`src/rtl/cdsw_pkg.sv`:
```
// shared types, codes and constants for the character display shadow writer
// no dependencies; imported by cdsw_in_if, cdsw_ctrl, cdsw_datapath and the top level
`default_nettype none

package cdsw_pkg;

    localparam int CDSW_COLS = 20;
    localparam int CDSW_ROWS = 4;

    localparam int COL_W     = 5;
    localparam int ROW_W     = 2;
    localparam int OP_W      = 2;
    localparam int CFG_IDX_W = 2;

    localparam logic [7:0] SPACE_CODE          = 8'h20;
    localparam logic [7:0] RST_SPECIAL_PREFIX  = 8'd254;
    localparam logic [7:0] RST_SETTING_PREFIX  = 8'd124;
    localparam logic [7:0] RST_CLEAR_CODE      = 8'd45;
    localparam logic [7:0] RST_ADDRESS_BASE    = 8'd128;

    typedef enum logic [OP_W-1:0] {
        OP_PUT    = 2'd0,
        OP_CURSOR = 2'd1,
        OP_CLEAR  = 2'd2
    } t_op;

    typedef enum logic [CFG_IDX_W-1:0] {
        CFG_SPECIAL_PREFIX = 2'd0,
        CFG_SETTING_PREFIX = 2'd1,
        CFG_CLEAR_CODE     = 2'd2,
        CFG_ADDRESS_BASE   = 2'd3
    } t_cfg_idx;

    typedef struct packed {
        logic capture;
        logic plan;
        logic emit;
    } t_cmd;

    typedef struct packed {
        logic mask_empty;
        logic last_word;
        logic out_free;
    } t_sts;

    // display address of the first cell of each row
    function automatic logic [7:0] row_start(input logic [ROW_W-1:0] row);
        logic [7:0] v;
        unique case (row)
            2'd0: v = 8'h00;
            2'd1: v = 8'h40;
            2'd2: v = 8'h14;
            default: v = 8'h54;
        endcase
        return v;
    endfunction

endpackage

`default_nettype wire

```
`src/rtl/cdsw_in_if.sv`:
```
// input channel of the shadow writer: valid, ready and one operation word
// depends on cdsw_pkg
`default_nettype none

interface cdsw_in_if import cdsw_pkg::*; ();
    logic                valid;
    logic                ready;
    logic [OP_W-1:0]     operation;
    logic [7:0]          char_code;
    logic                string_end;
    logic signed [7:0]   col;
    logic signed [7:0]   row;

    modport source (output valid, operation, char_code, string_end, col, row, input ready);
    modport sink   (input valid, operation, char_code, string_end, col, row, output ready);
endinterface

`default_nettype wire

```
`src/rtl/cdsw_out_if.sv`:
```
// output channel of the shadow writer: valid, ready and one bus word
// depends on nothing
`default_nettype none

interface cdsw_out_if;
    logic       valid;
    logic       ready;
    logic       kind;
    logic [7:0] bus_byte;
    logic       last;

    modport source (output valid, kind, bus_byte, last, input ready);
    modport sink   (input valid, kind, bus_byte, last, output ready);
endinterface

`default_nettype wire

```
`src/rtl/cdsw_ram.sv`:
```
// generic single write port ram with registered read
// no dependencies
`default_nettype none

module cdsw_ram #(
    parameter int WIDTH = 8,
    parameter int DEPTH = 80
) (
    input  wire logic                                    i_clk,
    input  wire logic                                    i_we,
    input  wire logic [((DEPTH > 1) ? $clog2(DEPTH) : 1)-1:0] i_waddr,
    input  wire logic [WIDTH-1:0]                        i_wdata,
    input  wire logic [((DEPTH > 1) ? $clog2(DEPTH) : 1)-1:0] i_raddr,
    output logic      [WIDTH-1:0]                        o_rdata
);

    logic [WIDTH-1:0] r_mem [DEPTH];

    always_ff @(posedge i_clk) begin
        if (i_we) begin
            r_mem[i_waddr] <= i_wdata;
        end
        o_rdata <= r_mem[i_raddr];
    end

endmodule

`default_nettype wire

```
`src/rtl/cdsw_ctrl.sv`:
```
// controller state machine: accept, shadow lookup, plan, word emission
// depends on cdsw_pkg
`default_nettype none

module cdsw_ctrl import cdsw_pkg::*; (
    input  wire logic i_clk,
    input  wire logic i_rst_n,
    input  wire logic i_in_valid,
    output logic      o_in_ready,
    input  wire t_sts i_sts,
    output t_cmd      o_cmd
);

    typedef enum logic [1:0] {
        S_IDLE,
        S_READ,
        S_PLAN,
        S_EMIT
    } t_state;

    t_state r_state, n_state;
    logic   r_ready;

    always_ff @(posedge i_clk) begin
        if (!i_rst_n) begin
            r_state <= S_IDLE;
            r_ready <= 1'b1;
        end else begin
            r_state <= n_state;
            r_ready <= (n_state == S_IDLE);
        end
    end

    always_comb begin
        n_state = r_state;
        o_cmd   = '0;
        unique case (r_state)
            S_IDLE: begin
                if (i_in_valid && r_ready) begin
                    o_cmd.capture = 1'b1;
                    n_state       = S_READ;
                end
            end
            S_READ: begin
                n_state = S_PLAN;
            end
            S_PLAN: begin
                o_cmd.plan = 1'b1;
                n_state    = S_EMIT;
            end
            S_EMIT: begin
                if (i_sts.mask_empty) begin
                    n_state = S_IDLE;
                end else if (i_sts.out_free) begin
                    o_cmd.emit = 1'b1;
                    if (i_sts.last_word) begin
                        n_state = S_IDLE;
                    end
                end
            end
            default: n_state = S_IDLE;
        endcase
    end

    assign o_in_ready = r_ready;

endmodule

`default_nettype wire

```
`src/rtl/cdsw_datapath.sv`:
```
// datapath: config registers, cursor, shadow store, word plan and output register
// depends on cdsw_pkg and cdsw_ram
`default_nettype none

module cdsw_datapath import cdsw_pkg::*; #(
    parameter int COLS = CDSW_COLS,
    parameter int ROWS = CDSW_ROWS
) (
    input  wire logic                  i_clk,
    input  wire logic                  i_rst_n,
    input  wire t_cmd                  i_cmd,
    output t_sts                       o_sts,
    input  wire logic [OP_W-1:0]       i_operation,
    input  wire logic [7:0]            i_char_code,
    input  wire logic                  i_string_end,
    input  wire logic signed [7:0]     i_col,
    input  wire logic signed [7:0]     i_row,
    input  wire logic                  i_cfg_we,
    input  wire logic [CFG_IDX_W-1:0]  i_cfg_idx,
    input  wire logic [7:0]            i_cfg_data,
    output logic                       o_out_valid,
    input  wire logic                  i_out_ready,
    output logic                       o_kind,
    output logic [7:0]                 o_bus_byte,
    output logic                       o_last
);

    localparam int CELLS = COLS * ROWS;
    localparam int AW    = (CELLS > 1) ? $clog2(CELLS) : 1;
    localparam int NSTEP = 9;

    // result words in emission order
    localparam logic [NSTEP-1:0] M_PRESTOP  = 9'b0_0000_0001;
    localparam logic [NSTEP-1:0] M_PFX      = 9'b0_0000_0010;
    localparam logic [NSTEP-1:0] M_ADDR     = 9'b0_0000_0100;
    localparam logic [NSTEP-1:0] M_ASTOP    = 9'b0_0000_1000;
    localparam logic [NSTEP-1:0] M_CHAR     = 9'b0_0001_0000;
    localparam logic [NSTEP-1:0] M_SETP     = 9'b0_0010_0000;
    localparam logic [NSTEP-1:0] M_CLR      = 9'b0_0100_0000;
    localparam logic [NSTEP-1:0] M_CSTOP    = 9'b0_1000_0000;
    localparam logic [NSTEP-1:0] M_POSTSTOP = 9'b1_0000_0000;
    localparam logic [NSTEP-1:0] M_STOPS    = M_PRESTOP | M_ASTOP | M_CSTOP | M_POSTSTOP;

    localparam logic [AW-1:0] COLS_A = AW'(COLS);

    logic [7:0]        r_special_prefix, r_setting_prefix, r_clear_code, r_address_base;
    logic [OP_W-1:0]   r_op;
    logic [7:0]        r_char;
    logic              r_end;
    logic [7:0]        r_col_req, r_row_req;
    logic [COL_W-1:0]  r_cur_col, n_cur_col;
    logic [ROW_W-1:0]  r_cur_row, n_cur_row;
    logic              r_run_open, n_run_open;
    logic [CELLS-1:0]  r_valid, n_valid;
    logic [NSTEP-1:0]  r_mask, n_mask;
    logic [7:0]        r_addr, n_addr;
    logic              r_out_valid, r_out_kind, r_out_last;
    logic [7:0]        r_out_byte;

    logic [AW-1:0]     w_idx;
    logic [7:0]        w_rdata, w_cell;
    logic              w_we, w_differs, w_wrap, w_run_after, w_close;
    logic [COL_W:0]    w_col_inc;
    logic [ROW_W:0]    w_row_inc;
    logic [NSTEP-1:0]  w_pick, w_rest;
    logic [7:0]        w_byte;

    assign w_idx = AW'(r_cur_row) * COLS_A + AW'(r_cur_col);

    cdsw_ram #(
        .WIDTH (8),
        .DEPTH (CELLS)
    ) u_shadow (
        .i_clk   (i_clk),
        .i_we    (w_we),
        .i_waddr (w_idx),
        .i_wdata (r_char),
        .i_raddr (w_idx),
        .o_rdata (w_rdata)
    );

    // plan of one operation
    always_comb begin
        w_cell      = r_valid[w_idx] ? w_rdata : SPACE_CODE;
        w_differs   = (w_cell != r_char);
        w_col_inc   = {1'b0, r_cur_col} + 1'b1;
        w_row_inc   = {1'b0, r_cur_row} + 1'b1;
        w_wrap      = (w_col_inc >= (COL_W + 1)'(COLS));
        w_run_after = r_run_open;
        w_close     = 1'b0;
        w_we        = 1'b0;
        n_cur_col   = r_cur_col;
        n_cur_row   = r_cur_row;
        n_run_open  = r_run_open;
        n_valid     = r_valid;
        n_mask      = '0;
        n_addr      = r_address_base | (8'(r_cur_col) + row_start(r_cur_row));
        unique case (r_op)
            OP_PUT: begin
                if (w_differs) begin
                    w_we           = i_cmd.plan;
                    n_valid[w_idx] = 1'b1;
                    if (!r_run_open) begin
                        n_mask = n_mask | M_PFX | M_ADDR | M_ASTOP;
                    end
                    n_mask      = n_mask | M_CHAR;
                    w_run_after = 1'b1;
                end else begin
                    if (r_run_open) begin
                        n_mask = n_mask | M_PRESTOP;
                    end
                    w_run_after = 1'b0;
                end
                if (w_wrap) begin
                    n_cur_col = '0;
                    n_cur_row = (w_row_inc >= (ROW_W + 1)'(ROWS)) ? '0 : w_row_inc[ROW_W-1:0];
                end else begin
                    n_cur_col = w_col_inc[COL_W-1:0];
                end
                w_close = w_wrap || r_end;
                if (w_close && w_run_after) begin
                    n_mask = n_mask | M_POSTSTOP;
                end
                n_run_open = w_run_after && !w_close;
            end
            OP_CURSOR: begin
                if (r_run_open) begin
                    n_mask = M_PRESTOP;
                end
                n_run_open = 1'b0;
                if (r_col_req[7]) begin
                    n_cur_col = '0;
                end else if (r_col_req[6:0] > 7'(COLS - 1)) begin
                    n_cur_col = COL_W'(COLS - 1);
                end else begin
                    n_cur_col = r_col_req[COL_W-1:0];
                end
                if (r_row_req[7]) begin
                    n_cur_row = '0;
                end else if (r_row_req[6:0] > 7'(ROWS - 1)) begin
                    n_cur_row = ROW_W'(ROWS - 1);
                end else begin
                    n_cur_row = r_row_req[ROW_W-1:0];
                end
            end
            OP_CLEAR: begin
                n_mask = M_SETP | M_CLR | M_CSTOP;
                if (r_run_open) begin
                    n_mask = n_mask | M_PRESTOP;
                end
                n_run_open = 1'b0;
                n_valid    = '0;
                n_cur_col  = '0;
                n_cur_row  = '0;
            end
            default: ;
        endcase
    end

    // next word from the plan, lowest pending step first
    always_comb begin
        w_pick = r_mask & (~r_mask + 1'b1);
        w_rest = r_mask & ~w_pick;
        w_byte = ({8{|(w_pick & M_PFX)}}  & r_special_prefix)
               | ({8{|(w_pick & M_ADDR)}} & r_addr)
               | ({8{|(w_pick & M_CHAR)}} & r_char)
               | ({8{|(w_pick & M_SETP)}} & r_setting_prefix)
               | ({8{|(w_pick & M_CLR)}}  & r_clear_code);
    end

    always_ff @(posedge i_clk) begin
        if (!i_rst_n) begin
            r_special_prefix <= RST_SPECIAL_PREFIX;
            r_setting_prefix <= RST_SETTING_PREFIX;
            r_clear_code     <= RST_CLEAR_CODE;
            r_address_base   <= RST_ADDRESS_BASE;
            r_cur_col        <= '0;
            r_cur_row        <= '0;
            r_run_open       <= 1'b0;
            r_valid          <= '0;
            r_mask           <= '0;
            r_out_valid      <= 1'b0;
        end else begin
            if (i_cfg_we) begin
                unique case (t_cfg_idx'(i_cfg_idx))
                    CFG_SPECIAL_PREFIX: r_special_prefix <= i_cfg_data;
                    CFG_SETTING_PREFIX: r_setting_prefix <= i_cfg_data;
                    CFG_CLEAR_CODE:     r_clear_code     <= i_cfg_data;
                    CFG_ADDRESS_BASE:   r_address_base   <= i_cfg_data;
                    default: ;
                endcase
            end
            if (i_cmd.capture) begin
                r_op      <= i_operation;
                r_char    <= i_char_code;
                r_end     <= i_string_end;
                r_col_req <= i_col;
                r_row_req <= i_row;
            end
            if (i_cmd.plan) begin
                r_cur_col  <= n_cur_col;
                r_cur_row  <= n_cur_row;
                r_run_open <= n_run_open;
                r_valid    <= n_valid;
                r_mask     <= n_mask;
                r_addr     <= n_addr;
            end else if (i_cmd.emit) begin
                r_mask <= w_rest;
            end
            if (i_cmd.emit) begin
                r_out_valid <= 1'b1;
                r_out_kind  <= |(w_pick & M_STOPS);
                r_out_byte  <= w_byte;
                r_out_last  <= (w_rest == '0);
            end else if (i_out_ready) begin
                r_out_valid <= 1'b0;
            end
        end
    end

    assign o_sts.mask_empty = (r_mask == '0);
    assign o_sts.last_word  = (w_rest == '0);
    assign o_sts.out_free   = !r_out_valid || i_out_ready;

    assign o_out_valid = r_out_valid;
    assign o_kind      = r_out_kind;
    assign o_bus_byte  = r_out_byte;
    assign o_last      = r_out_last;

endmodule

`default_nettype wire

```
`src/rtl/char_display_shadow_writer_top.sv`:
```
// an operation is accepted in idle, looked up in the shadow store and planned, then
// its result words go out in order whenever the output register is free; it may
// yield none, and the next operation is accepted once its last word is issued
// the output register lets the input take a new operation while a word waits
// synchronous active-low reset: cursor home, no open run, shadow reads as spaces
// at once through per-cell valid bits, config registers return to defaults
`default_nettype none

module char_display_shadow_writer_top import cdsw_pkg::*; #(
    parameter int COLS = CDSW_COLS,
    parameter int ROWS = CDSW_ROWS
) (
    input  wire logic                 i_clk,
    input  wire logic                 i_rst_n,
    cdsw_in_if.sink                   i_in,
    cdsw_out_if.source                o_out,
    input  wire logic                 i_cfg_we,
    input  wire logic [CFG_IDX_W-1:0] i_cfg_idx,
    input  wire logic [7:0]           i_cfg_data
);

    t_cmd w_cmd;
    t_sts w_sts;

    cdsw_ctrl u_ctrl (
        .i_clk      (i_clk),
        .i_rst_n    (i_rst_n),
        .i_in_valid (i_in.valid),
        .o_in_ready (i_in.ready),
        .i_sts      (w_sts),
        .o_cmd      (w_cmd)
    );

    cdsw_datapath #(
        .COLS (COLS),
        .ROWS (ROWS)
    ) u_dp (
        .i_clk        (i_clk),
        .i_rst_n      (i_rst_n),
        .i_cmd        (w_cmd),
        .o_sts        (w_sts),
        .i_operation  (i_in.operation),
        .i_char_code  (i_in.char_code),
        .i_string_end (i_in.string_end),
        .i_col        (i_in.col),
        .i_row        (i_in.row),
        .i_cfg_we     (i_cfg_we),
        .i_cfg_idx    (i_cfg_idx),
        .i_cfg_data   (i_cfg_data),
        .o_out_valid  (o_out.valid),
        .i_out_ready  (o_out.ready),
        .o_kind       (o_out.kind),
        .o_bus_byte   (o_out.bus_byte),
        .o_last       (o_out.last)
    );

endmodule

`default_nettype wire

```
`src/flat_wrapper.sv`:
```
// flat-port wrapper written by rule: the top's interface ports become plain ports
module char_display_shadow_writer_top_flat import cdsw_pkg::*;
#(
    parameter int COLS = CDSW_COLS,
    parameter int ROWS = CDSW_ROWS
)
  (i_clk, i_rst_n, i_cfg_we, i_cfg_idx, i_cfg_data, i_in_valid, i_in_operation, i_in_char_code, i_in_string_end, i_in_col, i_in_row, i_in_ready, o_out_valid, o_out_kind, o_out_bus_byte, o_out_last, o_out_ready);
  cdsw_in_if i_in_i ();
  cdsw_out_if o_out_i ();
  input  wire logic i_clk;
  input  wire logic i_rst_n;
  input  wire logic i_cfg_we;
  input  wire logic [CFG_IDX_W-1:0] i_cfg_idx;
  input  wire logic [7:0] i_cfg_data;
  input wire logic [$bits(i_in_i.valid)-1:0] i_in_valid;
  input wire logic [$bits(i_in_i.operation)-1:0] i_in_operation;
  input wire logic [$bits(i_in_i.char_code)-1:0] i_in_char_code;
  input wire logic [$bits(i_in_i.string_end)-1:0] i_in_string_end;
  input wire logic [$bits(i_in_i.col)-1:0] i_in_col;
  input wire logic [$bits(i_in_i.row)-1:0] i_in_row;
  output wire logic [$bits(i_in_i.ready)-1:0] i_in_ready;
  output wire logic [$bits(o_out_i.valid)-1:0] o_out_valid;
  output wire logic [$bits(o_out_i.kind)-1:0] o_out_kind;
  output wire logic [$bits(o_out_i.bus_byte)-1:0] o_out_bus_byte;
  output wire logic [$bits(o_out_i.last)-1:0] o_out_last;
  input wire logic [$bits(o_out_i.ready)-1:0] o_out_ready;
  assign i_in_i.valid = i_in_valid;
  assign i_in_i.operation = i_in_operation;
  assign i_in_i.char_code = i_in_char_code;
  assign i_in_i.string_end = i_in_string_end;
  assign i_in_i.col = i_in_col;
  assign i_in_i.row = i_in_row;
  assign i_in_ready = i_in_i.ready;
  assign o_out_valid = o_out_i.valid;
  assign o_out_kind = o_out_i.kind;
  assign o_out_bus_byte = o_out_i.bus_byte;
  assign o_out_last = o_out_i.last;
  assign o_out_i.ready = o_out_ready;
  char_display_shadow_writer_top #(.COLS(COLS), .ROWS(ROWS)) u_core (.i_clk(i_clk), .i_rst_n(i_rst_n), .i_in(i_in_i), .o_out(o_out_i), .i_cfg_we(i_cfg_we), .i_cfg_idx(i_cfg_idx), .i_cfg_data(i_cfg_data));
endmodule
```
`config.mk`:
```
export PLATFORM = sky130hd
export DESIGN_NAME = char_display_shadow_writer_top_flat
export DESIGN_NICKNAME = d
export VERILOG_FILES = /design/src/rtl/cdsw_pkg.sv /design/src/rtl/cdsw_in_if.sv /design/src/rtl/cdsw_out_if.sv /design/src/rtl/cdsw_ram.sv /design/src/rtl/cdsw_ctrl.sv /design/src/rtl/cdsw_datapath.sv /design/src/rtl/char_display_shadow_writer_top.sv /design/src/flat_wrapper.sv
export SDC_FILE = /design/constraint.sdc
export NUM_CORES = 1
export LEC_CHECK = 0
export BUFFER_PORTS_ARGS = -buffer_cell sky130_fd_sc_hd__buf_2
export CAP_MARGIN = 20
export CORE_ASPECT_RATIO = 1.1
export CORE_UTILIZATION = 45
export CTS_CLUSTER_SIZE = 28
export DETAILED_ROUTE_END_ITERATION = 8
export GPL_ROUTABILITY_DRIVEN = 1
export HOLD_SLACK_MARGIN = 0.08
export PLACE_DENSITY = 0.67
export SYNTH_ARGS = -nofsm -noshare
export SYNTH_HDL_FRONTEND = slang
export SYNTH_HIERARCHICAL = 1
export SYNTH_SLANG_ARGS = --single-unit
export TNS_END_PERCENT = 1
```
`constraint.sdc`:
```
create_clock -name i_clk -period 4.5 [get_ports i_clk]
set_clock_uncertainty 0.05 [all_clocks]
set_input_delay 0.45 -clock i_clk [delete_from_list [all_inputs] [get_ports i_clk]]
set_output_delay 0.45 -clock i_clk [all_outputs]
set_load 0.005 [all_outputs]
```
After elaboration in Yosys (flattened, before gate mapping)
Memories as Yosys holds them, arrays and structs flattened. A register that Yosys moved wholly into a read port is not among the register bits.
Cells that the tools add are included.
{"block": "totals", "inputBits": 42, "ram_bits": 640, "regBits": 178, "n_memories": 1, "elab_cells": 140}
{"name": "u_core.u_dp.u_shadow.r_mem", "words": 80, "word_bits": 8, "rd": 1, "rd_clocked_by_memory_dff": 1, "write_ports": 1, "line": "cdsw_ram.sv:17", "text": "logic [WIDTH-1:0] r_mem [DEPTH];"}
{"block": "op_classes", "mul": 1, "n_addsub": 5, "n_eq_ne": 13, "bitwise_logic": 15, "muxes": 45, "n_lt_le_gt_ge": 6, "n_reduce_logical": 33}
{"op": "$pmux W80 S2", "count": 1}
{"op": "$mux W80", "count": 1}
{"op": "$or A80 B80 Y80", "count": 1}
{"op": "$and A8 B8 Y8", "count": 5}
{"op": "$or A8 B8 Y8", "count": 5}
{"op": "$mux W9", "count": 4}
{"op": "$pmux W9 S3", "count": 1}
{"op": "$pmux W7 S3", "count": 1}
{"op": "$and A9 B9 Y9", "count": 2}
{"op": "$logic_not A9 Y1", "count": 2}
{"op": "$mux W1", "count": 18}
{"op": "$not A9 Y9", "count": 2}
{"op": "$reduce_and A2 Y1", "count": 9}
{"op": "$mux W2", "count": 8}
{"op": "$mux W5", "count": 3}
{"op": "$pmux W5 S3", "count": 1}
{"op": "$eq A2 B2 Y1 const B", "count": 6}
{"op": "$logic_not A2 Y1", "count": 5}
{"op": "$add A9 B1 Y9 const B", "count": 1}
{"op": "$add A5 B8 Y8", "count": 1}
{"op": "$eq A2 B1 Y1 const B", "count": 4}
{"op": "$lt A7 B8 Y1 const B", "count": 1}
{"op": "$mux W8", "count": 1}
{"op": "$ne A8 B8 Y1", "count": 1}
{"op": "24 further kinds", "count": 34}

Depth between registers and ports, before layout
{"block": "logic_depth", "depth_word": 12, "depth_mapped": 16, "mapped_depth_nobuf": 15}

Hierarchy
The synthesis kept the hierarchy.
{"module": "cdsw_ram", "cells_each": 1112, "seq_area_each_um2": 19378.6, "instances": 1, "area_per_inst_um2": 24902.6}
{"module": "cdsw_datapath", "cells_each": 853, "seq_area_each_um2": 3953.8, "instances": 1, "area_per_inst_um2": 7903.8}
{"module": "cdsw_ctrl", "cells_each": 17, "seq_area_each_um2": 60.1, "instances": 1, "area_per_inst_um2": 150.1}

Least setup slack after synthesis
Ideal clock, no wire load.
{"block": "synth_path", "kind": "reg-to-reg", "start": "register u_core.u_dp.r_cur_col[2]", "end": "memory u_core.u_dp.u_shadow.r_mem[49][0] (enable)", "path_buffers": 1, "stages_incl_launch_ff": 17, "path_slack_ns": 0.114, "t_arrival_ns": 3.952, "cell_sequence": "dfxtp_1 > ha_1 > fa_1 > xnor2_1 > inv_1 > nand2b_1 > clkbuf_1 > o22ai_1 > o21ai_1 > o211ai_2 > o21ai_0 > nand3_1 > and3_1 > nor2_1 > and4b_1 > nand2_1 > nor3_1"}
{"block": "synth_between", "elab_chain_len": 9}
{"element": "start, declared", "line": "cdsw_datapath.sv:51", "text": "logic [COL_W-1:0] r_cur_col, n_cur_col;"}
{"element": "start signal, assigned", "line": "cdsw_datapath.sv:201", "text": "r_cur_col <= n_cur_col;"}
{"element": "$add A7 B5 Y7", "line": "cdsw_datapath.sv:68", "text": "assign w_idx = AW'(r_cur_row) * COLS_A + AW'(r_cur_col);"}
{"element": "via u_core.u_dp.w_idx[4]", "line": "cdsw_datapath.sv:60", "text": "logic [AW-1:0] w_idx;"}
{"element": "$bmux W1 S7", "line": "cdsw_datapath.sv:84", "text": "w_cell = r_valid[w_idx] ? w_rdata : SPACE_CODE;"}
{"element": "$mux W1 (not written as such)", "line": "cdsw_datapath.sv:84"}
{"element": "$mux W8", "line": "cdsw_datapath.sv:84"}
{"element": "$ne A8 B8 Y1", "line": "cdsw_datapath.sv:85", "text": "w_differs = (w_cell != r_char);"}
{"element": "$mux W1", "line": "cdsw_datapath.sv:100", "text": "if (w_differs) begin"}
{"element": "$mux W1", "line": "cdsw_datapath.sv:98", "text": "unique case (r_op)"}
{"element": "via u_core.u_dp.w_we", "line": "cdsw_datapath.sv:62", "text": "logic w_we, w_differs, w_wrap, w_run_after, w_close;"}
{"element": "$mux W1", "line": "cdsw_ram.sv:20", "text": "if (i_we) begin"}
{"element": "$mux W1 (not written as such)", "line": "cdsw_ram.sv:21", "text": "r_mem[i_waddr] <= i_wdata;"}
{"element": "end, declared", "line": "cdsw_ram.sv:17"}
The timed path passes the listed nets, and every way through them passes these cells. The select of a mux whose other input is x is not followed.

Final worst setup path
{"block": "layout_path", "start": "register u_core.u_dp.r_cur_col[2]", "end": "register u_core.u_dp.u_shadow.o_rdata[5], read port of u_core.u_dp.u_shadow.r_mem"}
{"block": "layout_between", "elab_chain_len": 1}
{"element": "$add A7 B5 Y7", "line": "cdsw_datapath.sv:68"}
{"element": "via u_core.u_dp.w_idx[4]", "line": "cdsw_datapath.sv:60"}
{"element": "end, declared", "line": "cdsw_ram.sv:14", "text": "output logic [WIDTH-1:0] o_rdata"}
The timed path passes the listed nets, and every way through them passes these cells.
A chain may end at the register's enable or synchronous reset.

==> key figures <==
Outcome
  • Status: complete, no violations

Layout
  • Fin nets: 2252
  • Diodes inserted: 0
  • Commonest non-fill, non-tap cell in the layout: edfxtp_1
  • Design area: 0.0380 mm^2
  • Area growth syn-to-layout: 15.2%
  • Share of cells above drive strength 1: 23.6%
  • FILL cells: 5710
  • Most frequent cells in the layout: edfxtp_1, nor2_1, mux4_2, buf_4, dfxtp_1

Synth
  • Sequential-to-total area share from yosys stat: 71.0%
  • Netlist cell types: 68
  • Primary FF master, synth: edfxtp_1
  • Ys async rst share: 0%
  • #FFs+latches synth: 826
  • Synth area leaders: edfxtp_1, mux4_2, dfxtp_1
  • Warnings, synthesis: 6
  • EDFF count, synth: 685
  • Syn Std Cell Area: 0.0330 mm^2
  • Cell count after synthesis: 1982
  • Post-Syn Nets: 2041
  • Top cell type's share of synthesized area: 62.4%
  • Biggest area consumer among synthesized cells: edfxtp_1
  • Avg Cell Area, Syn: 16.6 um^2

Die
  • Initial Utilization: 45.7%
  • FP Rows: 103
  • Die Span Y: 286 um
  • I/O pin count: 54
  • DIE WIDTH: 260 um
  • Die area: 0.0743 mm^2
  • Total core area: 0.0722 mm^2

Worst setup path
  • CP max stage cell: buf_4
  • Critical path type: flop to flop
  • Critical-path cell list: ha_4 -> fa_1 -> xnor2_2 -> inv_4 -> buf_4 -> buf_4 -> mux4_2 -> mux2i_1 -> a221oi_1 -> nand2_1 -> nand2_1
  • Reg2reg setup slack: 0.21 ns
  • CP Max Fanout: 62
  • Count of buffer and inverter cells on the critical path: 3
  • Worst EP arrival: 4.78 ns
  • WP data required: 5.00 ns
  • Critical Path End Type: flop
  • Crit path max-delay family: buffers and inverters
  • Crit path launch type: flop
  • CP max stage delay: 0.83 ns

Global routing
  • Initial antenna violation count: 2
  • Largest net degree at the start of global routing: 82
  • Vias in the first global route: 19200
  • GRT Util Overall: 20.9%
  • GRT overflow: 0
  • First-pass GRT wire length: 117000 um

Min path
  • Hold Path Class: primary input to flop

Clocking
  • CTS tree: built
  • Num CTS Buffers: 79
  • Clk root buf: clkbuf_16
  • Sink Count: 826
  • Htree depth: 3
  • Clock transition at the registers of the reported paths: 0.06 ns
  • Worst skew pair latency: 0.62 ns
  • Clock tree buffer depth: 3

Timing
  • Worst slew pin tran: 1.05 ns
  • Worst Slack Setup Final: 0.213 ns
  • Final setup fails: 0
  • RSZ-0062 raised after global routing: false
  • Max-slew violations: 0
  • Tcrit/Tclk final: 95.3%
  • Max-Slew Margin vs Limit: 30.0%
  • Count of final hold-check violations: 0
  • Final min period: 4.29 ns
  • Fmax: 233 MHz

Route
  • Routed vias: 18900
  • Routed WL: 75900 um
  • Iter 0 DRT Violations: 1946
  • TritonRoute pass-1 iters: 9
  • Final ANT Viol Nets: 0
  • Drt drc: 0
  • DR WL/cell: 23.7 um
  • Via/cell ratio: 5.91

Power
  • Net Sw Frac: 21.7%
  • Leak: 0.0123 uW
  • Combinational power share: 6.5%
  • Internal: 12600 uW
  • Reg power frac: 52.3%
  • Cell Pwr Density: 422 mW/mm^2
  • Psw: 3480 uW
  • Max VDD drop: 0.000356 V
  • Clock power share: 41.2%

Run
  • Max-capacitance violation count: 0

Placement
  • DP HPWL: 47700 um
  • Placed cell area: 0.0350 mm^2
  • Placer Congestion: 0.898
  • Port Buffer Count: 53
  • Place WS: -0.0298 ns
## worst reg2reg max path: stages, from the launching register on
cell	delay, ns
dfxtp_1	0.34
ha_4	0.17
fa_1	0.43
xnor2_2	0.22
inv_4	0.08
buf_4	0.46
buf_4	0.89
mux4_2	0.42
mux2i_1	0.12
a221oi_1	0.62
nand2_1	0.28
nand2_1	0.15
## sequential cells by signal (all words and copies together) (netlist names), 2 cells and up
signal                        flops
u_core/u_dp/r_address_base        8
u_core/u_dp/r_special_prefix      8
u_core/u_dp/r_clear_code          8
u_core/u_ctrl/r_state             2
u_core/u_dp/r_col_req             8
u_core/u_dp/r_valid              80
u_core/u_dp/r_row_req             8
u_core/u_dp/r_mask                9
u_core/u_dp/u_shadow/o_rdata      8
u_core/u_dp/r_addr                8
u_core/u_dp/r_setting_prefix      8
u_core/u_dp/u_shadow/r_mem      640
u_core/u_dp/o_bus_byte            8
u_core/u_dp/r_cur_col             5
u_core/u_dp/r_op                  2
u_core/u_dp/r_cur_row             2
u_core/u_dp/r_char                8
## through the flow
step | setup TNS, ns | utilization (%) | hold slack (ns) | instances | total power (uW)
final | 0 | 52.6 | 0.159 | 3203 | 16000
after global routing | 0 | 52.6 | 0.169 | 3203 | 16500
after CTS | 0 | 52.5 | 0.112 | 3198 | 16100
after detailed placement | -0.486 | 48.4 | 0.386 | 3017 | 9560
after global placement | 0 | 48.4 | 0.376 | 3017 | 9540
after floorplan | 0 | - | 0.358 | 1982 | 9230
## logic make-up (layout without fill, tap and decap cells)
family | count (synthesis) | after routing | synth area share (%)
simple gates | 529 | 529 | 7.17
fa+ha+maj | 18 | 18 | 0.699
flops | 826 | 826 | 71.0
buf+inv | 122 | 398 | 1.92
mux | 233 | 233 | 13.8
xor+xnor | 7 | 7 | 0.186
compound gates | 247 | 247 | 5.19
## path summary, 6_finish.rpt
| check | start | endpoint | cells after the start |
|---|---|---|---|
| worst max-delay path | u_core/u_dp/r_cur_col[2] | u_core/u_dp/u_shadow/o_rdata[5] | 11 |
| worst min-delay path | i_in_valid | u_core/u_ctrl/r_state[0] | 3 |
| worst max register to register | u_core/u_dp/r_cur_col[2] | u_core/u_dp/u_shadow/o_rdata[5] | 11 |
| worst min register to register | u_core/u_dp/r_address_base[7] | u_core/u_dp/r_addr[7] | 0 |
## synth_stat cells (3+ instances only)
| master | count |
|---|---|
| o21ai_1 | 3 |
| a31oi_1 | 83 |
| buf_6 | 16 |
| a311o_1 | 4 |
| or2_2 | 10 |
| a222oi_1 | 8 |
| ha_1 | 16 |
| nor2b_1 | 17 |
| mux2_2 | 3 |
| nand2_1 | 141 |
| nor3_1 | 15 |
| nor2_1 | 233 |
| a31o_2 | 4 |
| nand4_1 | 12 |
| nand2b_1 | 15 |
| a221oi_1 | 12 |
| o211ai_1 | 6 |
| o22ai_1 | 4 |
| nor3b_1 | 6 |
| dfxtp_1 | 141 |
| o21ai_0 | 15 |
| mux2i_1 | 51 |
| o31ai_1 | 4 |
| mux4_2 | 178 |
| nor4_1 | 3 |
| or3_1 | 4 |
| xnor2_1 | 7 |
| and3_1 | 9 |
| buf_2 | 30 |
| a21oi_1 | 33 |
| inv_1 | 13 |
| edfxtp_1 | 685 |
| buf_4 | 5 |
| a22oi_1 | 50 |
| buf_1 | 16 |
| clkbuf_1 | 40 |
| nand3_1 | 44 |
| and2_1 | 5 |
| and3b_1 | 4 |
## cell type report
class / count / area [um^2] / share of cell area, %
Tap cell: 945 / 1180 / 3.11
Inverter: 15 / 58.8 / 0.155
Timing Repair Buffer: 237 / 1780 / 4.69
Sequential cell: 826 / 23400 / 61.6
Multi-Input combinational cell: 1034 / 8970 / 23.6
Clock inverter: 48 / 455 / 1.20
Clock buffer: 98 / 2120 / 5.59
## metal layers
metal | vias up | track usage (%) | share of wire [%]
met5 | - | 0 | 0.032
met4 | 4 | 7.04 | 2.7
met3 | 136 | 3.84 | 7.7
met2 | 780 | 34.1 | 49
met1 | 9728 | 28.1 | 40
li1 | 8271 | - | -
## power groups by stage
stage | registers [uW] | clock network, uW | logic, uW
floorplan | 8550 | 0 | 671
global placement | 8540 | 0 | 995
detailed placement | 8550 | 0 | 1010
CTS | 8380 | 6710 | 1040
global route | 8380 | 7000 | 1120
finish | 8380 | 6610 | 1050
## repair_timing
action                     CTS  global route
buffers inserted             0             4
hold endpoints to repair    57             0
setup endpoints to repair   64           240
hold buffers                35             0
resized for setup            1             6
pin swaps                    0             2
Power figures use the tool's default switching activity.
